File: src/rtl/avfa_pkg.sv
`default_nettype none
// ----------------------------------------------------------------------------
// avfa_pkg
// Shared types and constants of the active vertex FIFO and address stage.
// ----------------------------------------------------------------------------
package avfa_pkg;

    localparam int VID_W  = 24;
    localparam int ADDR_W = 20;
    localparam int ITER_W = 16;

    localparam int DEF_NUM_CORES      = 16;
    localparam int DEF_FIFO_DEPTH     = 16;
    localparam int DEF_END_WAIT       = 8;
    localparam int DEF_VERTEX_ID_BITS = 24;

    typedef struct packed {
        logic              sync_clear;
        logic [VID_W-1:0]  in_vertex_id;
        logic              in_vertex_valid;
        logic              in_iter_end;
        logic              in_iter_end_valid;
        logic [ITER_W-1:0] in_iter_id;
        logic              downstream_full;
    } in_item_t;

    typedef struct packed {
        logic              fifo_full;
        logic [VID_W-1:0]  out_vertex_id;
        logic [ADDR_W-1:0] offset_address;
        logic [ADDR_W-1:0] value_address;
        logic              out_vertex_valid;
        logic              out_iter_end;
        logic              out_iter_end_valid;
        logic [ITER_W-1:0] out_iter_id;
    } out_item_t;

    // per-cell control: load the arriving entry, or take the neighbor's entry
    typedef struct packed {
        logic load;
        logic shift;
    } cell_ctrl_t;

endpackage
`default_nettype wire

File: src/rtl/avfa_stream_if.sv
`default_nettype none
// ----------------------------------------------------------------------------
// avfa_stream_if
// Valid/ready channel carrying one payload per transaction.
// ----------------------------------------------------------------------------
interface avfa_stream_if #(
    parameter type payload_t = logic
);
    logic     valid;
    logic     ready;
    payload_t payload;

    modport source (output valid, output payload, input ready);
    modport sink   (input valid, input payload, output ready);
endinterface
`default_nettype wire

File: src/rtl/avfa_recip_div.sv
`default_nettype none
// ----------------------------------------------------------------------------
// avfa_recip_div
// Vertex id divided by the core count, by multiplication with a rounded-up
// reciprocal. Exact for every id below 2**ID_W.
// ----------------------------------------------------------------------------
module avfa_recip_div #(
    parameter int NUM_CORES = 16,
    parameter int ID_W      = 24
) (
    input  wire logic [ID_W-1:0]            id,
    output logic      [avfa_pkg::ADDR_W-1:0] quot
);
    import avfa_pkg::*;

    localparam int SHIFT  = ID_W + $clog2(NUM_CORES);
    localparam int PROD_W = 2 * ID_W + 1 + ADDR_W;
    localparam logic [63:0] RECIP_FULL =
        ((64'd1 << SHIFT) + 64'(NUM_CORES) - 64'd1) / 64'(NUM_CORES);
    localparam logic [ID_W:0] RECIP = RECIP_FULL[ID_W:0];

    logic [PROD_W-1:0] prod;
    logic [PROD_W-1:0] shifted;

    assign prod    = PROD_W'(id) * PROD_W'(RECIP);
    assign shifted = prod >> SHIFT;
    assign quot    = shifted[ADDR_W-1:0];

endmodule
`default_nettype wire

File: src/rtl/avfa_cell.sv
`default_nettype none
// ----------------------------------------------------------------------------
// avfa_cell
// One FIFO slot: holds an id and its address, loads a new entry or takes
// the entry of the next cell toward the tail when the head pops.
// ----------------------------------------------------------------------------
module avfa_cell #(
    parameter int ID_W = 24
) (
    input  wire logic                        clk,
    input  wire avfa_pkg::cell_ctrl_t        ctrl,
    input  wire logic [ID_W-1:0]             new_id,
    input  wire logic [avfa_pkg::ADDR_W-1:0] new_addr,
    input  wire logic [ID_W-1:0]             nbr_id,
    input  wire logic [avfa_pkg::ADDR_W-1:0] nbr_addr,
    output logic      [ID_W-1:0]             id,
    output logic      [avfa_pkg::ADDR_W-1:0] addr
);
    import avfa_pkg::*;

    logic [ID_W-1:0]   id_reg;
    logic [ADDR_W-1:0] addr_reg;

    always_ff @(posedge clk)
    begin
        if (ctrl.load)
        begin
            id_reg   <= new_id;
            addr_reg <= new_addr;
        end
        else if (ctrl.shift)
        begin
            id_reg   <= nbr_id;
            addr_reg <= nbr_addr;
        end
    end

    assign id   = id_reg;
    assign addr = addr_reg;

endmodule
`default_nettype wire

File: src/rtl/active_vertex_fifo_address_stage.sv
`default_nettype none
// ----------------------------------------------------------------------------
// active_vertex_fifo_address_stage
// Active vertex FIFO with offset/value address generation and delayed
// iteration-end forwarding for one core.
//
//   channel  dir  payload     one transaction is
//   in_ch    in   in_item_t   one clock step of the upstream stage
//   out_ch   out  out_item_t  the result of that step
//
// One transaction in per cycle unless stalled; its result sits in the output
// register the next cycle. The FIFO is a chain of cells shifting toward the
// head on pop; the address divide happens on the push path, so the pop path
// is a read of the head cell. in_ch.ready drops only while a result waits and
// out_ch is stalled. Reset empties the FIFO and clears the end-wait counter.
// ----------------------------------------------------------------------------
module active_vertex_fifo_address_stage #(
    parameter int NUM_CORES      = avfa_pkg::DEF_NUM_CORES,
    parameter int FIFO_DEPTH     = avfa_pkg::DEF_FIFO_DEPTH,
    parameter int END_WAIT       = avfa_pkg::DEF_END_WAIT,
    parameter int VERTEX_ID_BITS = avfa_pkg::DEF_VERTEX_ID_BITS
) (
    input  wire logic     clk,
    input  wire logic     rst_n,
    avfa_stream_if.sink   in_ch,
    avfa_stream_if.source out_ch
);
    import avfa_pkg::*;

    localparam int ID_W   = (VERTEX_ID_BITS < VID_W) ? VERTEX_ID_BITS : VID_W;
    localparam int CNT_W  = $clog2(FIFO_DEPTH + 1);
    localparam int WAIT_W = (END_WAIT > 0) ? $clog2(END_WAIT + 1) : 1;

    in_item_t  item;
    out_item_t res_next;
    out_item_t out_reg;
    logic      out_valid_reg;

    logic [CNT_W-1:0]  count_reg;
    logic [CNT_W-1:0]  count_next;
    logic [WAIT_W-1:0] wait_reg;
    logic [WAIT_W-1:0] wait_next;

    logic accept;
    logic clear;
    logic was_empty;
    logic was_full;
    logic push;
    logic pop;
    logic end_cond;
    logic end_fire;

    logic [ID_W-1:0]   new_id;
    logic [ADDR_W-1:0] new_addr;
    logic [CNT_W-1:0]  tail;

    logic [ID_W-1:0]   cell_id   [FIFO_DEPTH];
    logic [ADDR_W-1:0] cell_addr [FIFO_DEPTH];
    cell_ctrl_t        cell_ctrl [FIFO_DEPTH];

    assign item      = in_ch.payload;
    assign in_ch.ready = !out_valid_reg || out_ch.ready;
    assign accept    = in_ch.valid && in_ch.ready;
    assign clear     = item.sync_clear;
    assign was_empty = (count_reg == '0);
    assign was_full  = (count_reg == CNT_W'(FIFO_DEPTH));
    assign push      = accept && !clear && item.in_vertex_valid && !was_full;
    assign pop       = accept && !clear && !item.downstream_full && !was_empty;
    // with a pop in the same step the tail slides down one cell
    assign tail      = pop ? (count_reg - CNT_W'(1)) : count_reg;
    assign new_id    = item.in_vertex_id[ID_W-1:0];

    avfa_recip_div #(
        .NUM_CORES (NUM_CORES),
        .ID_W      (ID_W)
    ) u_div (
        .id   (new_id),
        .quot (new_addr)
    );

    for (genvar i = 0; i < FIFO_DEPTH; i++)
    begin : g_cell
        logic [ID_W-1:0]   nbr_id;
        logic [ADDR_W-1:0] nbr_addr;

        if (i == FIFO_DEPTH - 1)
        begin : g_last
            assign nbr_id   = cell_id[i];
            assign nbr_addr = cell_addr[i];
        end
        else
        begin : g_mid
            assign nbr_id   = cell_id[i+1];
            assign nbr_addr = cell_addr[i+1];
        end

        assign cell_ctrl[i].load  = push && (tail == CNT_W'(i));
        assign cell_ctrl[i].shift = pop;

        avfa_cell #(
            .ID_W (ID_W)
        ) u_cell (
            .clk      (clk),
            .ctrl     (cell_ctrl[i]),
            .new_id   (new_id),
            .new_addr (new_addr),
            .nbr_id   (nbr_id),
            .nbr_addr (nbr_addr),
            .id       (cell_id[i]),
            .addr     (cell_addr[i])
        );
    end

    always_comb
    begin
        count_next = count_reg;
        if (accept)
        begin
            if (clear)
                count_next = '0;
            else if (push && !pop)
                count_next = count_reg + CNT_W'(1);
            else if (pop && !push)
                count_next = count_reg - CNT_W'(1);
        end
    end

    assign end_cond = !clear && item.in_iter_end && item.in_iter_end_valid
                      && was_empty && !item.in_vertex_valid;
    assign end_fire = end_cond && (wait_reg >= WAIT_W'(END_WAIT));

    always_comb
    begin
        wait_next = wait_reg;
        if (accept)
        begin
            if (!end_cond)
                wait_next = '0;
            else if (!end_fire)
                wait_next = wait_reg + WAIT_W'(1);
        end
    end

    always_comb
    begin
        res_next.fifo_full          = (count_next == CNT_W'(FIFO_DEPTH));
        res_next.out_vertex_id      = pop ? VID_W'(cell_id[0]) : '0;
        res_next.offset_address     = pop ? cell_addr[0] : '0;
        res_next.value_address      = pop ? cell_addr[0] : '0;
        res_next.out_vertex_valid   = pop;
        res_next.out_iter_end       = end_fire;
        res_next.out_iter_end_valid = end_fire;
        res_next.out_iter_id        = item.in_iter_id;
    end

    always_ff @(posedge clk or negedge rst_n)
    begin
        if (!rst_n)
        begin
            count_reg     <= '0;
            wait_reg      <= '0;
            out_valid_reg <= 1'b0;
        end
        else
        begin
            count_reg <= count_next;
            wait_reg  <= wait_next;
            if (accept)
                out_valid_reg <= 1'b1;
            else if (out_ch.ready)
                out_valid_reg <= 1'b0;
        end
    end

    always_ff @(posedge clk)
    begin
        if (accept)
            out_reg <= res_next;
    end

    assign out_ch.valid   = out_valid_reg;
    assign out_ch.payload = out_reg;

    a_count_bound: assert property (@(posedge clk) disable iff (!rst_n)
        count_reg <= CNT_W'(FIFO_DEPTH))
        else $error("FIFO count above depth");

    a_clear_empties: assert property (@(posedge clk) disable iff (!rst_n)
        accept && clear |=> count_reg == '0 && wait_reg == '0)
        else $error("clear did not empty the FIFO");

    a_wait_bound: assert property (@(posedge clk) disable iff (!rst_n)
        wait_reg <= WAIT_W'(END_WAIT))
        else $error("end-wait counter above limit");

    a_end_no_pop: assert property (@(posedge clk) disable iff (!rst_n)
        out_valid_reg && out_reg.out_iter_end |-> !out_reg.out_vertex_valid)
        else $error("iteration end forwarded together with a vertex");

endmodule
`default_nettype wire

File: src/flat_wrapper.sv
// flat-port wrapper written by rule: the top's interface ports become plain ports
module active_vertex_fifo_address_stage_flat import avfa_pkg::*;
#(
    parameter int NUM_CORES      = avfa_pkg::DEF_NUM_CORES,
    parameter int FIFO_DEPTH     = avfa_pkg::DEF_FIFO_DEPTH,
    parameter int END_WAIT       = avfa_pkg::DEF_END_WAIT,
    parameter int VERTEX_ID_BITS = avfa_pkg::DEF_VERTEX_ID_BITS
)
  (clk, rst_n, in_ch_valid, in_ch_payload, in_ch_ready, out_ch_valid, out_ch_payload, out_ch_ready);
  avfa_stream_if #(.payload_t(in_item_t)) in_ch_i ();
  avfa_stream_if #(.payload_t(out_item_t)) out_ch_i ();
  input  wire logic clk;
  input  wire logic rst_n;
  input wire logic [$bits(in_ch_i.valid)-1:0] in_ch_valid;
  input wire logic [$bits(in_ch_i.payload)-1:0] in_ch_payload;
  output wire logic [$bits(in_ch_i.ready)-1:0] in_ch_ready;
  output wire logic [$bits(out_ch_i.valid)-1:0] out_ch_valid;
  output wire logic [$bits(out_ch_i.payload)-1:0] out_ch_payload;
  input wire logic [$bits(out_ch_i.ready)-1:0] out_ch_ready;
  assign in_ch_i.valid = in_ch_valid;
  assign in_ch_i.payload = in_ch_payload;
  assign in_ch_ready = in_ch_i.ready;
  assign out_ch_valid = out_ch_i.valid;
  assign out_ch_payload = out_ch_i.payload;
  assign out_ch_i.ready = out_ch_ready;
  active_vertex_fifo_address_stage #(.NUM_CORES(NUM_CORES), .FIFO_DEPTH(FIFO_DEPTH), .END_WAIT(END_WAIT), .VERTEX_ID_BITS(VERTEX_ID_BITS)) u_core (.clk(clk), .rst_n(rst_n), .in_ch(in_ch_i), .out_ch(out_ch_i));
endmodule
File: config.mk
export PLATFORM = sky130hd
export DESIGN_NAME = active_vertex_fifo_address_stage_flat
export DESIGN_NICKNAME = d
export VERILOG_FILES = /design/src/rtl/avfa_pkg.sv /design/src/rtl/avfa_stream_if.sv /design/src/rtl/avfa_recip_div.sv /design/src/rtl/avfa_cell.sv /design/src/rtl/active_vertex_fifo_address_stage.sv /design/src/flat_wrapper.sv
export SDC_FILE = /design/constraint.sdc
export NUM_CORES = 1
export LEC_CHECK = 0
export BUFFER_PORTS_ARGS = -buffer_cell sky130_fd_sc_hd__buf_2
export CAP_MARGIN = 10
export CORE_MARGIN = 2
export CORE_UTILIZATION = 40
export DETAILED_ROUTE_END_ITERATION = 8
export REMOVE_ABC_BUFFERS = 1
export SLEW_MARGIN = 25
export SYNTH_ARGS = -nofsm -noshare
export SYNTH_HDL_FRONTEND = slang
export SYNTH_SLANG_ARGS = --single-unit
File: constraint.sdc
create_clock -name clk -period 3.3 [get_ports clk]
set_input_delay 0.66 -clock clk [delete_from_list [all_inputs] [get_ports clk]]
set_output_delay 0.66 -clock clk [all_outputs]
set_load 0.01 [all_outputs]
---- Word level (Yosys, flattened, before mapping) ----
Index checks and enable logic that the tools add are counted.
operators by class
  equal/unequal tests ..................... 18
  add/sub/neg operators ................... 3
  reductions and logical operators ........ 57
  mux-type cells .......................... 69
  order comparisons ....................... 1
operators with widths
  cell                 number
  $mux 24              30
  $mux 20              30
  $eq 5x4->1 const B   8
  $reduce_bool 2->1    16
  $logic_and 1x1->1    29
  $mux 5               5
  $eq 5x3->1 const B   4
  $eq 5x2->1 const B   2
  $eq 5x5->1 const B   2
  $logic_not 5->1      2
  $logic_not 1->1      8
  $mux 4               2
  $add 5x1->5 const B  1
  $eq 5x1->1 const B   1
  $sub 5x1->5 const B  1
  $add 4x1->4 const B  1
  $ge 4x4->1 const B   1
  $mux 1               2
  $ne 2x2->1 const B   1
  $reduce_and 2->1     1
  $logic_or 1x1->1     1
storage, ports and cells
  output and inout bits ................... 86
  logic and storage cells ................. 189
  bits of input ports ..................... 49
  register bits ........................... 777

---- Longest topological paths before layout ----
Gate-level depths: netlist of the first run.
  word-level depth ........................ 13
  depth in mapped cells ................... 12
  mapped depth without buffers ............ 9

---- Hierarchy ----
From an unflattened synthesis of the first run, not the netlist that was laid out.
second synthesis, totals
  cell total of the unflattened synthesis .. 1807
  area, all modules ....................... 36623.9 um^2
by module, submodules not included
  module                            area each (um^2)  instances  cells each  sequential area each (um^2)
  avfa_cell                         2060.7            16         94          1321.3
  active_vertex_fifo_address_stage  3502.1            1          283         2142.1
  avfa_recip_div                    150.1             1          20          0.0

---- Worst setup path after synthesis of the first run ----
OpenSTA, ideal clock, no wires.
  path type ............................... register to register
  from .................................... reg u_core.count_reg[0]
  to ...................................... reg u_core.g_cell[6].u_cell.addr_reg[19], enable pin
  buffers on the path ..................... 3
  stages on the path, launching flop included .. 12
  clock period less this slack ............ 3.256 ns
  setup slack ............................. 0.044 ns
  arrival ................................. 2.875 ns
  setup time .............................. 0.381 ns
  data required time ...................... 2.919 ns
  cells stage by stage .................... dfrtp_1 -> clkbuf_1 -> inv_1 -> ha_1 -> nor4b_1 -> or4_4 -> buf_2 -> nor3_1 -> o21ba_2 -> nand2_2 -> buf_2 -> nand2_1
between the ends
  word-level cells in the longest chain between the ends .. 7
  elaborated cells on any way between the ends .. 11
  those cells by class .................... add/sub (1); eq/ne (2); mux (1); reduce/logical (7)
RTL lines
  what                                                 line                                     source
  from (decl)                                          active_vertex_fifo_address_stage.sv:39   logic [CNT_W-1:0] count_reg;
  from (signal assigned)                               active_vertex_fifo_address_stage.sv:166  count_reg <= count_next;
  branches (longest 6 deep; another with $sub 5x1->5)  -
  $reduce_bool 2->1 (no line) (*)                      -
  to (signal assigned)                                 avfa_cell.sv:29                          addr_reg <= new_addr;
  to (signal assigned)                                 avfa_cell.sv:34                          addr_reg <= nbr_addr;
  to (decl)                                            avfa_cell.sv:22                          logic [ADDR_W-1:0] addr_reg;
Every way passes the cells marked *.
A chain may end at the register's enable or synchronous reset.

---- Final worst setup path of the first run ----
  from .................................... reg u_core.count_reg[1]
  to ...................................... reg u_core.g_cell[3].u_cell.id_reg[11], enable pin
between the ends
  word-level cells in the longest chain between the ends .. 7
  elaborated cells on any way between the ends .. 11
  those cells by class .................... add/sub (1); eq/ne (2); mux (1); reduce/logical (7)
RTL lines
  what                                                 line             source
  branches (longest 6 deep; another with $sub 5x1->5)  -
  $reduce_bool 2->1 (no line) (*)                      -
  to (signal assigned)                                 avfa_cell.sv:28  id_reg <= new_id;
  to (signal assigned)                                 avfa_cell.sv:33  id_reg <= nbr_id;
  to (decl)                                            avfa_cell.sv:21  logic [ID_W-1:0] id_reg;
Marks and branches as above.

==> results of run 1 <==
[metal layers]
layer / part of all wire (%) / wire (µm)
met2: 47 / 13500
met3: 4.4 / 1270
met5: 0 / 0
met4: 2.3 / 663
met1: 46 / 13300
[cell usage in the layout (no fill, tap or decap), types with 3 or more instances in the layout]
cell type  netlist  layout
nor3_1           5       5
nor4_1           5       5
nand2_2         10      10
or2_2            5       5
nand2b_1         5       5
mux2_2         343     343
nand2_1         25      25
inv_1           10       9
buf_2           21     134
and2_1          26      26
clkinv_2         0       8
buf_4           46      18
o21ai_0          5       5
clkinv_1         1      10
ha_1             4       4
edfxtp_1       427     427
mux2_1          19      19
dfrtp_1         10      10
nand4_1          4       4
clkbuf_1        33      10
clkbuf_16        0      47
nand3_1          9       9
bufinv_16        0       3
nor2_1          10      10
buf_12           0      27
a21oi_1          4       4
[synthesized netlist by cell type, types with 2 or more instances]
| cell type | number | area share, % |
|---|---|---|
| dfrtp_1 | 10 | 1.3 |
| nand2_2 | 10 | 0.33 |
| buf_4 | 46 | 1.8 |
| edfxtp_1 | 427 | 68 |
| or3_1 | 2 | 0.066 |
| o21ai_0 | 5 | 0.13 |
| and2_1 | 26 | 0.86 |
| nor3_1 | 5 | 0.13 |
| and2b_1 | 2 | 0.080 |
| clkbuf_1 | 33 | 0.66 |
| inv_1 | 10 | 0.20 |
| mux2_1 | 19 | 1.1 |
| mux2_2 | 343 | 20 |
| buf_6 | 10 | 0.60 |
| o2111ai_1 | 2 | 0.093 |
| buf_2 | 21 | 0.56 |
| a31oi_1 | 2 | 0.066 |
| nor4_1 | 5 | 0.17 |
| nand2_1 | 25 | 0.50 |
| nand4_1 | 4 | 0.13 |
| or2_2 | 5 | 0.17 |
| nor2_1 | 10 | 0.20 |
| a21oi_2 | 2 | 0.093 |
| a211o_1 | 2 | 0.093 |
| nor2b_1 | 4 | 0.13 |
| nand2b_1 | 5 | 0.17 |
| ha_1 | 4 | 0.27 |
| nand3_1 | 9 | 0.24 |
| a21oi_1 | 4 | 0.11 |
| a22o_1 | 2 | 0.093 |
| a211oi_1 | 2 | 0.080 |
[power breakdown]
part,internal [mW],switching (mW)
Combinational,0.400,0.561
Sequential,6.41,0.0659
Clock,2.84,2.04
Total,9.65,2.67
[logic make-up after synthesis]
logic type / synth area share, %
DFF: 69.3
muxes: 21.6
buffers and inverters: 3.88
and+or+nand+nor: 3.42
AOI/OAI and AO/OA: 1.43
adders and majority gates: 0.265
xor gates and xnor gates: 0.0465
[layout make-up]
class | instances | area (µm²) | area share, %
well taps | 607 | 759 | 3.50
diodes | 1 | 2.50 | 0.0115
repair buffers | 180 | 1360 | 6.25
inverters | 12 | 45.0 | 0.207
multi-input cells | 518 | 5050 | 23.3
clock inverters | 25 | 205 | 0.945
flip-flops and latches | 437 | 13100 | 60.2
clock buffers | 57 | 1210 | 5.59
[stage by stage]
step / hold slack [ps] / utilization (%)
global placement: 500 / 43.6
global route: 232 / 46.6
floorplan: 364 / -
CTS: 227 / 46.6
finish: 266 / 46.6
detailed placement: 503 / 43.6
[worst paths after layout]
kind / endpoint / depth (start not counted)
setup reg to reg: u_core.g_cell[3].u_cell.id[11] / 11
hold / removal: u_core.out_ch.payload[4] / 1
max in group asynchronous: u_core.out_ch.valid / 2
setup / recovery: u_core.g_cell[3].u_cell.id[11] / 11
hold reg to reg: u_core.out_ch.payload[77] / 1
min in group asynchronous: u_core.count_reg[4] / 2
[critical path: stages, from the launching register on]
cell and delay (ps):
dfrtp_1 380, inv_1 140, ha_1 200, nor4b_1 420, or4_4 250, buf_4 220
nand3_1 150, a21oi_4 220, and2b_1 210, buf_12 190, or2_2 150, buf_12 170
[repair_timing]
item / 4_1_cts / 5_1_grt
buffers inserted: 0 / 0
gates resized for setup: 0 / 0
hold buffers: 1 / 0
endpoints found under the hold margin: 10 / 0
==> impl_results.md, run 1 <==
- Final WL: 28,700 µm
- RSZ-0062 raised after global routing: false
- Status: finished, final reports clean
- Hpwl dp: 19,700 µm
- Vias in the first global route: 8,778
- CP startpoint: u_core.count_reg[1]
- Clk_skew: 17.1 ps
- Clock latency on the worst-skew pair: 560 ps
- GRT overflow: 0
- Peak VDD IR: 0.368 mV
- Netlist cell types: 52
- Fin worst setup slack: 291 ps
- Final Max Tran Viols: 0
- Final instance area: 0.0217 mm²
- I/O Buffers: 134
- Endpoints failing setup: 0
- Fillers: 3,898
- GR peak layer: met2
- Arrival @ worst endpoint: 3270 ps
- FF-to-FF setup slack: 290 ps
- Row Count: 79
- Synthesized area: 0.0189 mm²
- Fin crit period: 3010 ps
- Synthesis-stage register bit count: 437
- Max Buffers Root-to-Sink: 3
- H-tree depth: 2
- Worst path required time: 3570 ps
- Worst Hold Launch: in_ch_payload[5]
- Root buffer cell: clkbuf_16
- Die X: 221 µm
- R2r startpoint: u_core.count_reg[1]
- Tightest Hold Check Type: input port to flip-flop
- Fin crit share: 91.2%
- Syn_area_per_cell: 17.5 µm²
- Final TNS setup: 0 ps
- Die ar.: 0.0489 mm²
- Clock buffers created by TritonCTS: 46
- Type of origin of the critical path: flip-flop
- Pleak: 7.54 nW
- Total power: 12.3 mW
- Final Hold Violating Endpoints: 0
- Max FO, Critical Path: 25
- Placed cells: 1,753
- Max reg flops: 262
- Fmax: 332 MHz
- Placement Setup Slack: 163 ps
- Die Height: 221 µm
- CTS sink count: 437
- Initial antenna violation count: 1
- Cell Pwr Density: 567 mW/mm²
- Nets: 1,248
- GRT met3 Usage: 2.38%
- Post-synth EDFFs: 427
- DRT iter0 DRCs: 693
- Initial Utilization: 40.5%
- Core area: 0.0466 mm²
- Cells after Synth: 1,077
- Finished Layout Cells: 1,837
- Via count: 8,995
- Largest net degree at the start of global routing: 41
- Wire length per cell: 15.6 µm
- Max cap viols: 0
- Drt drc: 0
- Share of layout cells above drive strength 1: 49.9%
- First-pass DRT Iterations: 5
- Asr flop ratio synth: 2.29%
- Routing usage on met1: 16.0%
- Slew HR: 56.8%
- Ports: 135
- Synth Flop Type: edfxtp_1
- Remaining antenna violation count after routing: 0
- TritonCTS clock tree: yes
- Worst-Margin Slew: 644 ps
- Placement-stage cell area: 0.0203 mm²
- Met2 Use GR: 18.7%
- Worst setup EP type: flip-flop
- Yosys warns: 0
- Sequential share of the synthesized area: 69.3%
- Via density: 4.90
- Area grow syn2layout: 15.1%
- Clock slew at reported path FFs: 60 ps
- First-pass GRT wire length: 47,600 µm
- RD Place Congestion: 0.754
- CP Class: flip-flop to flip-flop
- Total GRT Usage: 11.8%
No activity file was read; power rests on OpenSTA's default activity.
==> run 2: changes to the inputs <==
- CORE_UTILIZATION: 40 -> 54
- PLACE_DENSITY: not set -> 0.75
==> run 2 against run 1 <==
  * Cell count shrank 8.8%
  * Sequential power is essentially flat
  * Total power is 3.0% lower
  * Routed wire length is 2.5% lower
  * Clock power down 7.0%
  * Combinational power is 3.7% lower
  * Critical path depth unchanged
  * Flip-flop and latch count unchanged
  * Largest power group unchanged
  * Highest routed layer unchanged
==> impl_results.md, run 2 (synthesis results as in run 1) <==
- Status: finished, final reports clean
- Ports: 135
- Via density: 5.37
- Fin crit period: 3010 ps
- Number of setup buffers added after CTS: 0
- Clock buffers created by TritonCTS: 44
- Max cap viols: 0
- I/O Buffers: 134
- Core area: 0.0345 mm²
- Clock slew at reported path FFs: 60 ps
- Die ar.: 0.0364 mm²
- CP Class: flip-flop to flip-flop
- Area grow syn2layout: 12.5%
- Sequential Power Share: 54.2%
- Cell Pwr Density: 563 mW/mm²
- Total power: 11.9 mW
- Slew HR: 62.9%
- CTS resizes: 0
- GRT overflow: 0
- Initial Utilization: 54.7%
- Max reg flops: 262
- Peak VDD IR: 0.458 mV
- Most frequent cells in the layout: edfxtp_1, mux2_2, buf_2, clkbuf_16, and2_1
- RSZ-0062 raised after global routing: false
- First-pass GRT wire length: 46,200 µm
- Final Max Tran Viols: 0
- Max FO, Critical Path: 25
- Via count: 9,004
- Worst setup EP type: flip-flop
- Clk_skew: 21.0 ps
- Worst-Margin Slew: 557 ps
- Nets: 1,240
- Fin crit share: 91.3%
- Type of origin of the critical path: flip-flop
- TritonCTS clock tree: yes
- Root buffer cell: clkbuf_16
- Endpoints failing setup: 0
- Comb pwr share: 7.7%
- Share of layout cells above drive strength 1: 49.4%
- Final instance area: 0.0212 mm²
- Fin worst setup slack: 289 ps
- Tightest Hold Check Type: input port to flip-flop
- Total GRT Usage: 15.5%
- Internal power: 9.37 mW
- Final Hold Violating Endpoints: 0
- Die X: 191 µm
- RD Place Congestion: 0.860
- Die Height: 191 µm
- Sw Pwr: 2.58 mW
- Placement Setup Slack: 182 ps
- DRT iter0 DRCs: 529
- Largest net degree at the start of global routing: 46
- Clock latency on the worst-skew pair: 540 ps
- Drt drc: 0
- Row Count: 68
- Remaining antenna violation count after routing: 0
- Clk pwr share: 38.0%
- Hold slack: 307 ps
- Hpwl dp: 18,800 µm
- H-tree depth: 2
- Most common cell after layout, fill and taps aside: edfxtp_1
- Vias in the first global route: 8,930
- Worst path required time: 3530 ps
- Wire length per cell: 16.7 µm
- Pleak: 7.42 nW
- First-pass DRT Iterations: 5
- Number of diodes: 0
- Fmax: 332 MHz
- Sw frac: 21.6%
- CTS sink count: 437
- Initial antenna violation count: 0
- Final TNS setup: 0 ps
- Max Buffers Root-to-Sink: 3
- Placement-stage cell area: 0.0199 mm²
- Arrival @ worst endpoint: 3240 ps
- Final WL: 28,000 µm
run 2: critical path: stages, from the launching register on:
cell and delay, ps:
dfrtp_1 370, inv_1 110, ha_1 200, nor4b_1 360
or4_4 240, buf_4 250, nand2_1 90, a21oi_2 280
nor2b_2 250, buf_12 190, or2_2 160, buf_12 180
run 2: stage by stage:
step                util, %  instances
finish                 61.6       1676
global route           61.6       1676
CTS                    61.6       1676
detailed placement     57.7       1595
global placement       57.7       1595
floorplan                 -        967
run 2: final cells by class:
type                            instances  area, µm²
Sequential cell                       437      13100
Timing Repair Buffer                  174       1160
Multi-Input combinational cell        518       5050
Inverter                               12       45.0
Tap cell                              455        569
Clock inverter                         24        144
Clock buffer                           56       1170
Fill cell                            2462      13200
run 2: repair_timing:
action / in CTS / in global routing
hold endpoints to repair: 10 / 0
endpoints found under the setup margin: 0 / 0
hold buffers: 1 / 0
run 2: power groups by stage:
stage	Combinational, mW	Sequential (mW)	Clock [mW]
6_report	0.925	6.48	4.54
3_3_place_gp	0.884	6.58	0
2_1_floorplan	0.513	6.62	0
4_1_cts	0.929	6.48	4.65
3_5_place_dp	0.920	6.60	0
5_1_grt	1.02	6.50	4.87
run 2: final timing paths:
path                                           startpoint                       endpoint  slack (ps)  cells past startpoint
min                                      in_ch_payload[8]       u_core.out_ch.payload[7]         310                      1
max                                   u_core.count_reg[1]  u_core.g_cell[0].u_cell.id[7]         290                     11
max reg2reg                           u_core.count_reg[1]  u_core.g_cell[0].u_cell.id[7]         290                     11
max in group asynchronous                           rst_n             u_core.wait_reg[0]        2570                      2
min in group asynchronous                           rst_n            u_core.count_reg[3]         530                      2
min reg2reg                u_core.g_cell[0].u_cell.id[14]      u_core.out_ch.payload[73]         510                      1
run 2: layer usage:
metal  track usage (%)  vias up  part of all wire, %
li1                  -     4322                    -
met1              21.1     4436                   45
met2              25.9      203                   48
met3              2.67       43                  4.5
met4              4.50        0                  2.1
met5                 0        -                    0
==> run 3: changes to the inputs <==
- RECOVER_POWER: not set -> 50
==> run 3 against run 2 <==
  * First-iteration DRC count up 2.8%
  * Count of clock-buffer cells in the layout did not move
  * Critical path depth shrank 2
  * Sequential power barely moved
  * Flip-flop and latch count stayed put
  * Clock power about the same
  * Combinational power decreased by 4.3%
  * Maximum frequency fell by 3.4%
  * Non-clock buffer count unchanged
  * Die area is the same
==> impl_results.md, run 3 (synthesis results as in run 1) <==
- Status: finished, final reports clean
- Hold slack: 308 ps
- H-tree depth: 2
- Endpoints failing setup: 0
- Final Hold Violating Endpoints: 0
- DRT iter0 DRCs: 544
- Nets: 1,240
- First-pass GRT wire length: 46,200 µm
- Finished Layout Cells: 1,676
- Largest net degree at the start of global routing: 46
- Clock buffers created by TritonCTS: 44
- CP Class: flip-flop to flip-flop
- Drt drc: 0
- Hold Path Cell Cnt: 1
- Fin util: 60.8%
- Number of setup buffers added after CTS: 0
- Max FO, Critical Path: 24
- Most common cell after layout, fill and taps aside: edfxtp_1
- Vias in the first global route: 8,930
- Fin crit share: 94.5%
- Max cap viols: 0
- Total power: 11.9 mW
- Placed cells: 1,595
- CTS sink count: 437
- Worst-Margin Slew: 1070 ps
- Total GRT Usage: 15.5%
- Pleak: 7.06 nW
- CP peak stage delay: 480 ps
- CP cell instances: inv_1 > ha_1 > nor4b_1 > or4_4 > or3_2 > a21oi_1 > nand2_2 > nand2_1 > clkbuf_2
- Most frequent cells in the layout: edfxtp_1, mux2_2, clkbuf_1, clkbuf_16, nand2_1
- I/O Buffers: 134
- First-pass DRT Iterations: 6
- Via count: 9,030
- Number of diodes: 0
- Final Max Tran Viols: 0
- Core area: 0.0345 mm²
- RD Place Congestion: 0.860
- Max reg flops: 262
- Area grow syn2layout: 11.1%
- Row Count: 68
- Clock slew at reported path FFs: 60 ps
- Hpwl dp: 18,800 µm
- Type of origin of the critical path: flip-flop
- GRT overflow: 0
- Initial antenna violation count: 0
- Worst setup EP type: flip-flop
- Clk_skew: 21.3 ps
- Worst r2r path cells: 9
- Slew HR: 28.4%
- Worst path required time: 3460 ps
- Max Buffers Root-to-Sink: 3
- Via density: 5.39
- Cell Pwr Density: 569 mW/mm²
- Fin crit period: 3120 ps
- Clock latency on the worst-skew pair: 540 ps
- Die X: 191 µm
- Critical-path top delay cell: or4_4
- Fmax: 321 MHz
- Final WL: 28,000 µm
- RSZ-0062 raised after global routing: false
- TritonCTS clock tree: yes
- Remaining antenna violation count after routing: 0
- Die ar.: 0.0364 mm²
- Initial Utilization: 54.7%
- Ports: 135
- Peak VDD IR: 0.459 mV
- Share of layout cells above drive strength 1: 39.2%
- Tightest Hold Check Type: input port to flip-flop
- Final TNS setup: 0 ps
- Wire length per cell: 16.7 µm
- Arrival @ worst endpoint: 3280 ps
- Die Height: 191 µm
- CTS resizes: 0
- Root buffer cell: clkbuf_16
==> run 3: cell types whose count changed in the layout (fill, tap and decap cells not counted), moves of 4 or more <==
cell and change:
clkbuf_1 +113, and2_1 -10, clkbuf_2 +5, and2_0 +10, nand2_1 +4, buf_4 -6
nand2_2 -4, buf_12 -6, buf_2 -110
==> run 3: layer usage <==
metal | vias up | global-route usage, % | share of wire (%)
met5 | - | 0 | 0
met4 | 0 | 4.50 | 2.0
met3 | 41 | 2.67 | 4.9
met2 | 215 | 25.9 | 48
met1 | 4449 | 21.1 | 45
li1 | 4325 | - | -
==> run 3: area by class of cell <==
class / count / area [µm²]
Fill cell: 2528 / 13500
Sequential cell: 437 / 13100
Multi-Input combinational cell: 518 / 5020
Clock buffer: 56 / 1170
Timing Repair Buffer: 174 / 928
Tap cell: 455 / 569
Clock inverter: 24 / 144
Inverter: 12 / 45.0
==> run 3: repair_timing <==
action                                  in CTS  in global routing
hold endpoints to repair                    10                  0
hold buffers                                 1                  0
endpoints found under the setup margin       0                  0
==> run 3: per-stage QoR <==
stage                     setup WS, ps  instance area [µm²]
after floorplan                  -1030                18200
after CTS                          313                21200
after global placement             258                19900
final                              181                21000
after detailed placement           182                19900
after global routing              33.4                21000
==> run 3: worst max-delay path: cells and delay by family (launching register included) <==
family                   cells  cell delay (ps)
adder cells (fa/ha/maj)      1              230
flip-flops                   1              340
AO/OA/AOI/OAI                1              350
buffers and inverters        2              530
AND/OR/NAND/NOR              5             1290
==> run 3: final timing paths <==
kind	start	to	slack (ps)
max	u_core.count_reg[0]	u_core.g_cell[11].u_cell.id[0]	180
min	in_ch_payload[16]	u_core.out_ch.payload[15]	310
max reg2reg	u_core.count_reg[0]	u_core.g_cell[11].u_cell.id[0]	180
min reg2reg	u_core.g_cell[0].u_cell.id[14]	u_core.out_ch.payload[73]	510
max in group asynchronous	rst_n	u_core.wait_reg[0]	2270
min in group asynchronous	rst_n	u_core.count_reg[3]	640
==> run 3: where the power goes <==
group          switching [mW]  internal (mW)
combinational           0.539          0.346
sequential             0.0727           6.41
clock                    1.96           2.58
